===== src/sv/tdt_pkg.sv =====
package tdt_pkg;

  localparam int ENTRIES = 32;
  localparam int IDX_W   = (ENTRIES > 1) ? $clog2(ENTRIES) : 1;
  localparam int TIME_W  = 32;
  localparam int TMO_W   = 16;
  localparam int ID_W    = 5;
  localparam int MODE_W  = 2;
  localparam int KIND_W  = 3;

  typedef enum logic [MODE_W-1:0] {
    MODE_ARM    = 2'd0,
    MODE_CANCEL = 2'd1,
    MODE_TICK   = 2'd2
  } mode_t;

  typedef enum logic [KIND_W-1:0] {
    KIND_ARM_NEW      = 3'd0,
    KIND_ARM_REPLACED = 3'd1,
    KIND_CANCELLED    = 3'd2,
    KIND_MISSING      = 3'd3,
    KIND_EXPIRED      = 3'd4,
    KIND_NONE         = 3'd5
  } kind_t;

  typedef struct packed {
    kind_t             event_kind;
    logic [ID_W-1:0]   slot_id;
    logic              last;
  } res_t;

endpackage


===== src/sv/tdt_if.sv =====
interface tdt_cmd_if;
  logic                        valid;
  logic                        ready;
  logic [tdt_pkg::MODE_W-1:0]  mode;
  logic [tdt_pkg::ID_W-1:0]    entry_id;
  logic [tdt_pkg::TMO_W-1:0]   delay_secs;

  modport source (output valid, output mode, output entry_id, output delay_secs,
                  input ready);
  modport sink   (input valid, input mode, input entry_id, input delay_secs,
                  output ready);
endinterface

interface tdt_evt_if;
  logic                        valid;
  logic                        ready;
  logic [tdt_pkg::KIND_W-1:0]  event_kind;
  logic [tdt_pkg::ID_W-1:0]    slot_id;
  logic                        last;

  modport source (output valid, output event_kind, output slot_id, output last,
                  input ready);
  modport sink   (input valid, input event_kind, input slot_id, input last,
                  output ready);
endinterface


===== src/sv/timeout_deadline_table.sv =====
// channel  role    payload                                   handshake
// cmd      sink    mode, entry_id, delay_secs                valid/ready
// evt      source  event_kind, slot_id, last                 valid/ready
//
// arm and cancel push their result into a two-deep output queue
// a tick does one deadline memory read per slot, then moves to S_FINISH for the
// closing result
// expiries are held back one step so that the final one can carry last
// the scan pauses while the skid entry is full and a result must be pushed; cmd is ready
// only when idle and the skid entry is empty
// synchronous reset clears time, live bits and the queue; deadlines are not cleared
module timeout_deadline_table (
  input  logic      clk,
  input  logic      rst,
  tdt_cmd_if.sink   cmd,
  tdt_evt_if.source evt
);
  import tdt_pkg::*;

  typedef enum logic [1:0] {S_IDLE, S_SCAN, S_FINISH} state_t;

  state_t            state, state_next;
  logic [TIME_W-1:0] now, now_next;
  logic [ENTRIES-1:0] live, live_next;
  logic [IDX_W-1:0]  scan_idx, scan_idx_next;
  logic              hold_valid, hold_valid_next;
  logic [ID_W-1:0]   hold_id, hold_id_next;
  res_t              out_q, out_q_next, skid_q, skid_q_next;
  logic              out_valid, out_valid_next, skid_valid, skid_valid_next;

  logic              ram_we;
  logic [IDX_W-1:0]  ram_waddr, ram_raddr;
  logic [TIME_W-1:0] ram_wdata, ram_rdata;

  logic              cmd_acc, pop, push, id_ok, expire, scan_end;
  res_t              push_res;
  logic [IDX_W-1:0]  idx;
  logic [TIME_W-1:0] diff;

  tdt_ram #(.WIDTH(TIME_W), .DEPTH(ENTRIES)) u_deadline_ram (
    .clk   (clk),
    .we    (ram_we),
    .waddr (ram_waddr),
    .wdata (ram_wdata),
    .raddr (ram_raddr),
    .rdata (ram_rdata)
  );

  assign cmd.ready = (state == S_IDLE) && !skid_valid;
  assign cmd_acc   = cmd.valid && cmd.ready;
  assign pop       = out_valid && evt.ready;

  assign idx      = IDX_W'(cmd.entry_id);
  assign id_ok    = int'(cmd.entry_id) < ENTRIES;
  assign diff     = ram_rdata - now;
  assign expire   = live[scan_idx] && diff[TIME_W-1];
  assign scan_end = scan_idx == IDX_W'(ENTRIES - 1);

  assign evt.valid      = out_valid;
  assign evt.event_kind = out_q.event_kind;
  assign evt.slot_id    = out_q.slot_id;
  assign evt.last       = out_q.last;

  always_comb begin
    state_next      = state;
    now_next        = now;
    live_next       = live;
    scan_idx_next   = scan_idx;
    hold_valid_next = hold_valid;
    hold_id_next    = hold_id;
    push            = 1'b0;
    push_res        = res_t'{event_kind: KIND_NONE, slot_id: '0, last: 1'b1};
    ram_we          = 1'b0;
    ram_waddr       = idx;
    ram_wdata       = now + TIME_W'(cmd.delay_secs);
    ram_raddr       = scan_idx;

    unique case (state)
      S_IDLE: begin
        ram_raddr = '0;
        if (cmd_acc) begin
          unique case (cmd.mode)
            MODE_ARM: begin
              push = 1'b1;
              if (id_ok) begin
                push_res = res_t'{event_kind: live[idx] ? KIND_ARM_REPLACED : KIND_ARM_NEW,
                                  slot_id: cmd.entry_id, last: 1'b1};
                ram_we         = 1'b1;
                live_next[idx] = 1'b1;
              end else begin
                push_res = res_t'{event_kind: KIND_MISSING, slot_id: cmd.entry_id,
                                  last: 1'b1};
              end
            end
            MODE_CANCEL: begin
              push = 1'b1;
              if (id_ok && live[idx]) begin
                push_res = res_t'{event_kind: KIND_CANCELLED, slot_id: cmd.entry_id,
                                  last: 1'b1};
                live_next[idx] = 1'b0;
              end else begin
                push_res = res_t'{event_kind: KIND_MISSING, slot_id: cmd.entry_id,
                                  last: 1'b1};
              end
            end
            MODE_TICK: begin
              now_next      = now + TIME_W'(1);
              scan_idx_next = '0;
              state_next    = S_SCAN;
            end
            default: ;
          endcase
        end
      end
      S_SCAN: begin
        if (!(expire && hold_valid && skid_valid)) begin
          if (expire) begin
            live_next[scan_idx] = 1'b0;
            hold_id_next        = ID_W'(scan_idx);
            hold_valid_next     = 1'b1;
            if (hold_valid) begin
              push     = 1'b1;
              push_res = res_t'{event_kind: KIND_EXPIRED, slot_id: hold_id, last: 1'b0};
            end
          end
          if (scan_end) begin
            state_next = S_FINISH;
          end else begin
            scan_idx_next = scan_idx + IDX_W'(1);
            ram_raddr     = scan_idx + IDX_W'(1);
          end
        end
      end
      S_FINISH: begin
        if (!skid_valid) begin
          push = 1'b1;
          if (hold_valid) begin
            push_res = res_t'{event_kind: KIND_EXPIRED, slot_id: hold_id, last: 1'b1};
          end
          hold_valid_next = 1'b0;
          state_next      = S_IDLE;
        end
      end
      default: state_next = S_IDLE;
    endcase
  end

  // output queue: head register plus one skid entry
  always_comb begin
    out_valid_next  = out_valid;
    out_q_next      = out_q;
    skid_valid_next = skid_valid;
    skid_q_next     = skid_q;
    if (pop) begin
      if (skid_valid) begin
        out_q_next      = skid_q;
        skid_valid_next = 1'b0;
      end else begin
        out_valid_next = 1'b0;
      end
    end
    if (push) begin
      if (!out_valid_next) begin
        out_q_next     = push_res;
        out_valid_next = 1'b1;
      end else begin
        skid_q_next     = push_res;
        skid_valid_next = 1'b1;
      end
    end
  end

  always_ff @(posedge clk) begin
    if (rst) begin
      state      <= S_IDLE;
      now        <= '0;
      live       <= '0;
      hold_valid <= 1'b0;
      out_valid  <= 1'b0;
      skid_valid <= 1'b0;
    end else begin
      state      <= state_next;
      now        <= now_next;
      live       <= live_next;
      hold_valid <= hold_valid_next;
      out_valid  <= out_valid_next;
      skid_valid <= skid_valid_next;
    end
    scan_idx <= scan_idx_next;
    hold_id  <= hold_id_next;
    out_q    <= out_q_next;
    skid_q   <= skid_q_next;
  end

endmodule


===== src/sv/tdt_ram.sv =====
module tdt_ram #(
  parameter int WIDTH = 32,
  parameter int DEPTH = 32,
  localparam int AW   = (DEPTH > 1) ? $clog2(DEPTH) : 1
) (
  input  logic             clk,
  input  logic             we,
  input  logic [AW-1:0]    waddr,
  input  logic [WIDTH-1:0] wdata,
  input  logic [AW-1:0]    raddr,
  output logic [WIDTH-1:0] rdata
);

  logic [WIDTH-1:0] mem [DEPTH];

  always_ff @(posedge clk) begin
    if (we) begin
      mem[waddr] <= wdata;
    end
    rdata <= mem[raddr];
  end

endmodule


===== src/flat_wrapper.sv =====
// flat-port wrapper written by rule: the top's interface ports become plain ports
module timeout_deadline_table_flat import tdt_pkg::*;
  (clk, rst, cmd_valid, cmd_mode, cmd_entry_id, cmd_delay_secs, cmd_ready, evt_valid, evt_event_kind, evt_slot_id, evt_last, evt_ready);
  tdt_cmd_if cmd_i ();
  tdt_evt_if evt_i ();
  input  logic clk;
  input  logic rst;
  input wire logic [$bits(cmd_i.valid)-1:0] cmd_valid;
  input wire logic [$bits(cmd_i.mode)-1:0] cmd_mode;
  input wire logic [$bits(cmd_i.entry_id)-1:0] cmd_entry_id;
  input wire logic [$bits(cmd_i.delay_secs)-1:0] cmd_delay_secs;
  output wire logic [$bits(cmd_i.ready)-1:0] cmd_ready;
  output wire logic [$bits(evt_i.valid)-1:0] evt_valid;
  output wire logic [$bits(evt_i.event_kind)-1:0] evt_event_kind;
  output wire logic [$bits(evt_i.slot_id)-1:0] evt_slot_id;
  output wire logic [$bits(evt_i.last)-1:0] evt_last;
  input wire logic [$bits(evt_i.ready)-1:0] evt_ready;
  assign cmd_i.valid = cmd_valid;
  assign cmd_i.mode = cmd_mode;
  assign cmd_i.entry_id = cmd_entry_id;
  assign cmd_i.delay_secs = cmd_delay_secs;
  assign cmd_ready = cmd_i.ready;
  assign evt_valid = evt_i.valid;
  assign evt_event_kind = evt_i.event_kind;
  assign evt_slot_id = evt_i.slot_id;
  assign evt_last = evt_i.last;
  assign evt_i.ready = evt_ready;
  timeout_deadline_table u_core (.clk(clk), .rst(rst), .cmd(cmd_i), .evt(evt_i));
endmodule

===== config.mk =====
export PLATFORM = sky130hd
export DESIGN_NAME = timeout_deadline_table_flat
export DESIGN_NICKNAME = d
export VERILOG_FILES = /design/src/sv/tdt_pkg.sv /design/src/sv/tdt_if.sv /design/src/sv/timeout_deadline_table.sv /design/src/sv/tdt_ram.sv /design/src/flat_wrapper.sv
export SDC_FILE = /design/constraint.sdc
export NUM_CORES = 1
export LEC_CHECK = 0
export BUFFER_PORTS_ARGS = -buffer_cell sky130_fd_sc_hd__buf_2
export CAP_MARGIN = 20
export CORE_UTILIZATION = 40
export DETAILED_ROUTE_END_ITERATION = 10
export HOLD_SLACK_MARGIN = 0.02
export SLEW_MARGIN = 10
export SYNTH_ARGS = -nofsm -noshare
export SYNTH_HDL_FRONTEND = slang
export SYNTH_HIERARCHICAL = 1
export SYNTH_SLANG_ARGS = --single-unit
export TNS_END_PERCENT = 5

===== constraint.sdc =====
create_clock -name clk -period 4.4 [get_ports clk]
set_input_delay 0.22 -clock clk [delete_from_list [all_inputs] [get_ports clk]]
set_output_delay 0.22 -clock clk [all_outputs]
set_load 0.02 [all_outputs]

==> results_dict.tcl, run 1 <==
set metrics [dict create \
    status "finished, final reports clean" \
    antenna_cells 0 \
    ys_ff_latch 1153 \
    holdWs_ns 0.1250 \
    reg2reg_depth 19 \
    stdcell_count 5108 \
    cts_buffers 115 \
    grt_max_degree 61 \
    wl_per_cell_um 25.66 \
    synth_warnings 6 \
    placedCellCount 4829 \
    cp.buffers_inverters 5 \
    grt_pass1_wl_um 187300 \
    rows 126 \
    worst-path-max-fanout 16 \
    syn-mean-instance-area_um2 15.21 \
    yosys-top-cells-area "edfxtp_1 (65%), mux2i_1 (11%), dfxtp_1 (4.6%)" \
    overflow 0 \
    p_leak_nw 18.42 \
    synthFlopType "edfxtp_1" \
    dp_hpwl_um 73340 \
    yosys.cell_count.top_type "edfxtp_1" \
    yosysTopAreaCell "edfxtp_1" \
    synth-edff-count 1043 \
    initial_core_util_pct 40.46 \
    reg2reg_to "u_core/u_deadline_ram/rdata[29]" \
    tritoncts "yes" \
    io_buffers 37 \
    fin_crit_ns 4.228 \
    powerDensity_mw_per_mm2 552.3 \
    path_class "reg2reg" \
    worstHoldPathType "in2reg" \
    setup_violations 0 \
    yosysTopAreaCellShare_pct 65.38 \
    final_util_pct 47.98 \
    die_y_um 348.1 \
    slowest_delay_ns 0.58 \
    fin_total_pwr_w 0.03137 \
    max-vdd-ir-drop_v 0.0004194 \
    maxCapViolations 0 \
    cts.path.max_buffers 3 \
    holdPathStages 2 \
    critPathLaunchType "flip-flop" \
    yosysUniqueCellTypes 65 \
    nets 3491 \
    die_x_um 348.1 \
    synth.top_cells.by_count "edfxtp_1 (1,043), mux2i_1 (537), nand2_1 (178)" \
    async_flop_share_pct 0 \
    final_antenna_net_count 0 \
    via_per_inst 5.627 \
    synth_fp_nets 3233 \
    htree_levels 3 \
    max_slew.worst_pin.slew_ns 1.143 \
    dr.pass1.iters 5 \
    reg2reg_slack_ns 0.17 \
    endpoint "u_core/u_deadline_ram/rdata[29]" \
    synth_cells 3150 \
    die_area_mm2 0.1212 \
    fin_skew_ns 0.03188 \
    syn-cell-area_mm2 0.04791 \
    slew_headroom_pct 22.97 \
    ys_seq_area_share_pct 69.97 \
    core_area_mm2 0.1184 \
    drt_iter0_drc 2886 \
    cts-root-buf "clkbuf_16" \
    clock_latency_ns 0.72 \
    clock-sinks 1153 \
    cp_data_required_time_ns 4.98 \
    finalHoldViolations 0 \
    place_congestion 0.8288 \
    crit_path_cell_trace "buf_4 > mux4_1 > mux2_2 > o221ai_2 > o31ai_4 > nand3b_1 > mux2i_4 > buf_4 > a31oi_4 > xnor2_2 > o21ai_4 > buf_12 > clkbuf_8 > buf_16 > mux2i_4 > a22o_1 > nor3_1 > a31oi_1 > nand3_1" \
    first_global_vias 27700 \
    drc 0 \
    crit_path_end_kind "flip-flop" \
    r2r_start "u_core/scan_idx[0]" \
    arrival_ns 4.80 \
    antenna_found_initial 3 \
    finalCritPeriodShare_pct 96.09 \
    fin_setup_tns_ns 0 \
    track_usage_pct 21.00 \
    area_growth_pct 18.56 \
    clk_pin_slew_ns 0.06 \
    critical_path.slowest_cell "mux4_1" \
    drive_gt1_share_pct 17.53 \
    path_depth 19 \
    crit_start "u_core/scan_idx[0]" \
    vias 28740 \
    max_freq_ghz 0.2365 \
    ios 38 \
    cp_top_family "multiplexers" \
    wl_um 131100 \
    final_max_slew_viol_count 0 \
]
[cell usage in the layout (no fill, tap or decap), types with 33 or more instances in the layout]
master / count
edfxtp_1: 1043
mux2i_1: 529
buf_4: 200
nand2_1: 177
nand3_1: 157
a21oi_1: 149
clkbuf_16: 127
dfxtp_1: 108
a22oi_1: 101
nor2_1: 80
a22o_1: 66
inv_1: 65
ha_1: 54
nor3_1: 51
buf_12: 50
buf_2: 37
nor2_4: 33
[timing repair]
item,CTS,global route
resized for setup,4,42
hold buffers,4,0
endpoints found under the setup margin,32,32
gates cloned,0,10
buffers inserted,0,48
pin swaps,0,13
endpoints found under the hold margin,6,0
[area by class of cell]
cell class	count	area (µm²)
Clock inverter	65	680.7
Clock buffer	152	3179
Multi-Input combinational cell	1755	13870
Inverter	66	247.7
Fill cell	10050	61600
Tap cell	1600	2002
Sequential cell	1153	33520
Timing Repair Buffer	317	3294
[power breakdown]
group	switching, W	internal, W	total, W
Combinational	0.00495	0.00400	0.00895
Clock	0.00416	0.00583	0.00999
Sequential	0.000266	0.0122	0.0124
Total	0.00937	0.0220	0.0314
[stage by stage]
step	setup WS, ns	cell area (µm²)
after detailed placement	-0.5136	52000
after CTS	0.02967	55910
after global routing	-0.01830	56800
after floorplan	0.5010	47910
final	0.1720	56800
after global placement	-0.5306	51970
[worst reg2reg max path: stages, from the launching register on]
cell and delay, ns:
edfxtp_1 0.35, buf_4 0.17, mux4_1 0.58, mux2_2 0.30
o221ai_2 0.21, o31ai_4 0.15, nand3b_1 0.17, mux2i_4 0.09
buf_4 0.16, a31oi_4 0.18, xnor2_2 0.13, o21ai_4 0.28
buf_12 0.16, clkbuf_8 0.18, buf_16 0.20, mux2i_4 0.26
a22o_1 0.15, nor3_1 0.05, a31oi_1 0.22, nand3_1 0.11
[registers in the layout (all words and copies together) (netlist names), 2 cells and up, named ones only]
name	count
u_core/evt.event_kind	3
u_core/evt.slot_id	5
u_core/hold_id	5
u_core/now	32
u_core/scan_idx	5
u_core/skid_q	9
u_core/state	2
u_core/u_deadline_ram/mem	1024
u_core/u_deadline_ram/rdata	32
[worst min path at each step]
stage                     slack [ns]      startpoint                 to
after floorplan                 0.33       evt_ready  u_core/skid_valid
after global placement          0.47  u_core/now[24]     u_core/now[24]
after detailed placement        0.48       evt_ready  u_core/skid_valid
after CTS                       0.09             rst     u_core/now[11]
after global routing            0.13             rst     u_core/now[12]
final                           0.12             rst      u_core/now[0]
[per-layer routing]
metal	up-vias	track usage (%)	part of all wire, %	wire length (µm)
met5	-	0	0	0
met4	0	5.610	2.2	2900
met3	190	3.203	6.4	8447
met2	1042	34.16	47	62240
met1	14750	29.31	44	57490
li1	12760	-	-	-
[cell families (layout without fill, tap and decap cells)]
group                      Yosys count  after routing  share of synthesized area (%)
adders and majority gates           56             56                          1.478
buffers and inverters              242            600                          2.578
xor gates and xnor gates            60             60                          1.097
DFF                               1153           1153                          69.97
muxes                              555            555                          11.95
AOI/OAI and AO/OA                  498            498                          7.198
and+or+nand+nor                    586            586                          5.730
Power figures use the tool's default switching activity.
==> inputs of run 2 (changes only) <==
- ABC_AREA: default -> 1
==> run 2 against run 1 <==
Against the previous run:
- maximum frequency is 5.2% higher
- clock skew hardly changed
- count of clock-buffer cells in the layout is 17 higher
- clock power is 3.8% lower
- wire length is 7.6% higher
- register-to-register slack better by 0.21 ns
- non-clock buffer count is 91 lower
- largest cell class unchanged
- hold slack better by 0.0078 ns
- sequential power hardly changed
- critical endpoint is now u_core/u_deadline_ram/rdata[3]
- worst setup slack better by 0.21 ns
- first-iteration DRC count is 36% higher
- via count is 25% higher
==> results_dict.tcl, run 2 <==
set metrics [dict create \
    fin_total_pwr_w 0.04100 \
    reg2reg_slack_ns 0.38 \
    drt_iter0_drc 3920 \
    first_global_vias 33750 \
    synth-edff-count 1043 \
    cts.path.max_buffers 3 \
    cts_setup_buffers 0 \
    critPathLaunchType "flip-flop" \
    core_area_mm2 0.1256 \
    max_freq_ghz 0.2488 \
    dp_hpwl_um 77850 \
    final_util_pct 45.84 \
    clock-sinks 1153 \
    via_per_inst 5.366 \
    worst-path-max-fanout 30 \
    die_area_mm2 0.1279 \
    reg2reg_depth 21 \
    cp_data_required_time_ns 5.00 \
    synth_cells 4837 \
    area_growth_pct 13.82 \
    fin_crit_ns 4.020 \
    drive_gt1_share_pct 9.350 \
    max_slew.worst_pin.slew_ns 1.011 \
    crit_path_cell_trace "buf_12 > inv_2 > nand2_1 > nand3_1 > nand2_1 > nand2_1 > nand4_1 > nor2_2 > nand3_2 > nor2_1 > nand2_1 > buf_4 > nand2_1 > inv_1 > o21ai_4 > clkinv_2 > buf_4 > nand2_1 > nand2_1 > nand2_1 > nand2_1" \
    holdPathStages 6 \
    final_antenna_net_count 0 \
    seq_area_mm2 0.03352 \
    yosys-top-cells-area "edfxtp_1 (62%), nand2_1 (13%), nand3_1 (8.4%)" \
    synth.top_cells.by_count "nand2_1 (1,794), edfxtp_1 (1,043), nand3_1 (849)" \
    setup_violations 0 \
    overflow 0 \
    ctsHoldBuffers 11 \
    io_buffers 37 \
    antenna_cells 0 \
    stdcell_count 6677 \
    busiest_layer "met2" \
    initial_core_util_pct 40.27 \
    reg2reg_to "u_core/u_deadline_ram/rdata[3]" \
    cp.buffers_inverters 6 \
    path_class "reg2reg" \
    final_common_cell "nand2_1" \
    min_to "u_core/now[28]" \
    synthFlopType "edfxtp_1" \
    cp_top_family "simple AND/OR/NAND/NOR gates" \
    slowest_delay_ns 0.48 \
    grt_max_degree 86 \
    place_congestion 0.8848 \
    min_from "cmd_mode[0]" \
    wl_um 141000 \
    fin_skew_ns 0.03139 \
    ys_ff_latch 1153 \
    yosys.cell_count.top_type "nand2_1" \
    final_max_slew_viol_count 0 \
    max-vdd-ir-drop_v 0.0005001 \
    largestRegisters "u_core/u_deadline_ram/mem x1024, u_core/now x32, u_core/u_deadline_ram/rdata x32" \
    rows 130 \
    fin_setup_tns_ns 0 \
    clock_latency_ns 0.73 \
    yosysTopAreaCell "edfxtp_1" \
    vias 35830 \
    syn-cell-area_mm2 0.05057 \
    gr-usage-met1_pct 30.14 \
    fin_area_mm2 0.05756 \
    cp_common_cell "nand2_1" \
    met3_usage_pct 2.768 \
    cts-resized-gates 0 \
    rsz0062_at_grt "no" \
    multiInputGateArea_mm2 0.01505 \
    final_cell_mix "nand2_1 (1,794), edfxtp_1 (1,043), nand3_1 (849)" \
    syn-mean-instance-area_um2 10.46 \
    async_flop_share_pct 0 \
    drc 0 \
    crit_path_end_kind "flip-flop" \
    regMostFlops "u_core/u_deadline_ram/mem" \
    wl_per_cell_um 21.12 \
    nets 5006 \
    placedCellCount 6439 \
    largest_reg_flops 1024 \
    synth_fp_nets 4920 \
    ios 38 \
    ys_seq_area_share_pct 66.29 \
    finalHoldViolations 0 \
    worstHoldPathType "in2reg" \
    critical_path.slowest_cell "edfxtp_1" \
    antenna_found_initial 1 \
    r2r_start "u_core/scan_idx[0]" \
    yosysTopAreaCellShare_pct 61.93 \
    clk_pin_slew_ns 0.06 \
    track_usage_pct 21.93 \
    powerDensity_mw_per_mm2 712.3 \
    die_x_um 357.6 \
    synth_warnings 6 \
    finalCritPeriodShare_pct 91.36 \
    place_area_mm2 0.05373 \
    path_depth 21 \
    cts_buffers 120 \
    met2_usage_pct 36.29 \
    dr.pass1.iters 6 \
    status "finished, final reports clean" \
    p_leak_nw 21.51 \
    nFillCells 11510 \
    grt_pass1_wl_um 212300 \
    die_y_um 357.6 \
    yosysUniqueCellTypes 47 \
    cts-root-buf "clkbuf_16" \
    htree_levels 3 \
    maxCapViolations 0 \
    slew_headroom_pct 32.59 \
    tritoncts "yes" \
    arrival_ns 4.62 \
]
## run 2: power breakdown
group          internal (W)  leakage (nW)  switching, W
logic               0.00601          9.49        0.0127
clock network       0.00540          1.79       0.00422
registers            0.0123          10.2      0.000325
## run 2: how the worst max path moves through the flow
stage,slack [ns],from,end
after global routing,0.12,u_core/now[2],u_core/u_deadline_ram/rdata[3]
after floorplan,0.92,u_core/now[0],u_core/u_deadline_ram/mem[0][30]
final,0.38,u_core/scan_idx[0],u_core/u_deadline_ram/rdata[3]
after detailed placement,0.48,u_core/scan_idx[0],u_core/u_deadline_ram/rdata[6]
after global placement,0.52,u_core/scan_idx[0],u_core/u_deadline_ram/rdata[23]
after CTS,0.44,u_core/scan_idx[0],u_core/u_deadline_ram/rdata[6]
## run 2: tightest hold or removal path: stages
cell and delay, ns:
buf_2 0.12, inv_1 0.07, nand2_1 0.13, nor2_4 0.11
nand2_1 0.08, a21oi_1 0.05
## run 2: through the flow
stage / setup slack [ns] / hold WS [ns]
CTS: 0.4395 / 0.07002
global placement: 0.5214 / 0.4945
floorplan: 0.9199 / 0.3928
detailed placement: 0.4818 / 0.5085
finish: 0.3800 / 0.1328
global route: 0.1227 / 0.1561
## run 2: routing by layer
| layer | share of wire [%] | vias to the layer above |
|---|---|---|
| met5 | 0 | - |
| met4 | 2.8 | 0 |
| met3 | 7.1 | 269 |
| met2 | 47 | 1359 |
| met1 | 43 | 17440 |
| li1 | - | 16770 |
## run 2: kinds of logic after synthesis
| logic type | synth area share, % |
|---|---|
| mux | 0.2004 |
| compound gates | 2.365 |
| buf+inv | 5.035 |
| flops | 66.29 |
| simple gates | 24.04 |
| xor+xnor | 0.6754 |
| fa+ha+maj | 1.400 |
## run 2: layout make-up
type,instances,area share (%)
clock buffers,169,5.682
clock inverters,57,0.7303
inverters,209,1.415
multi-input cells,3213,26.15
flip-flops and latches,1153,58.24
well taps,1650,3.586
repair buffers,226,4.202
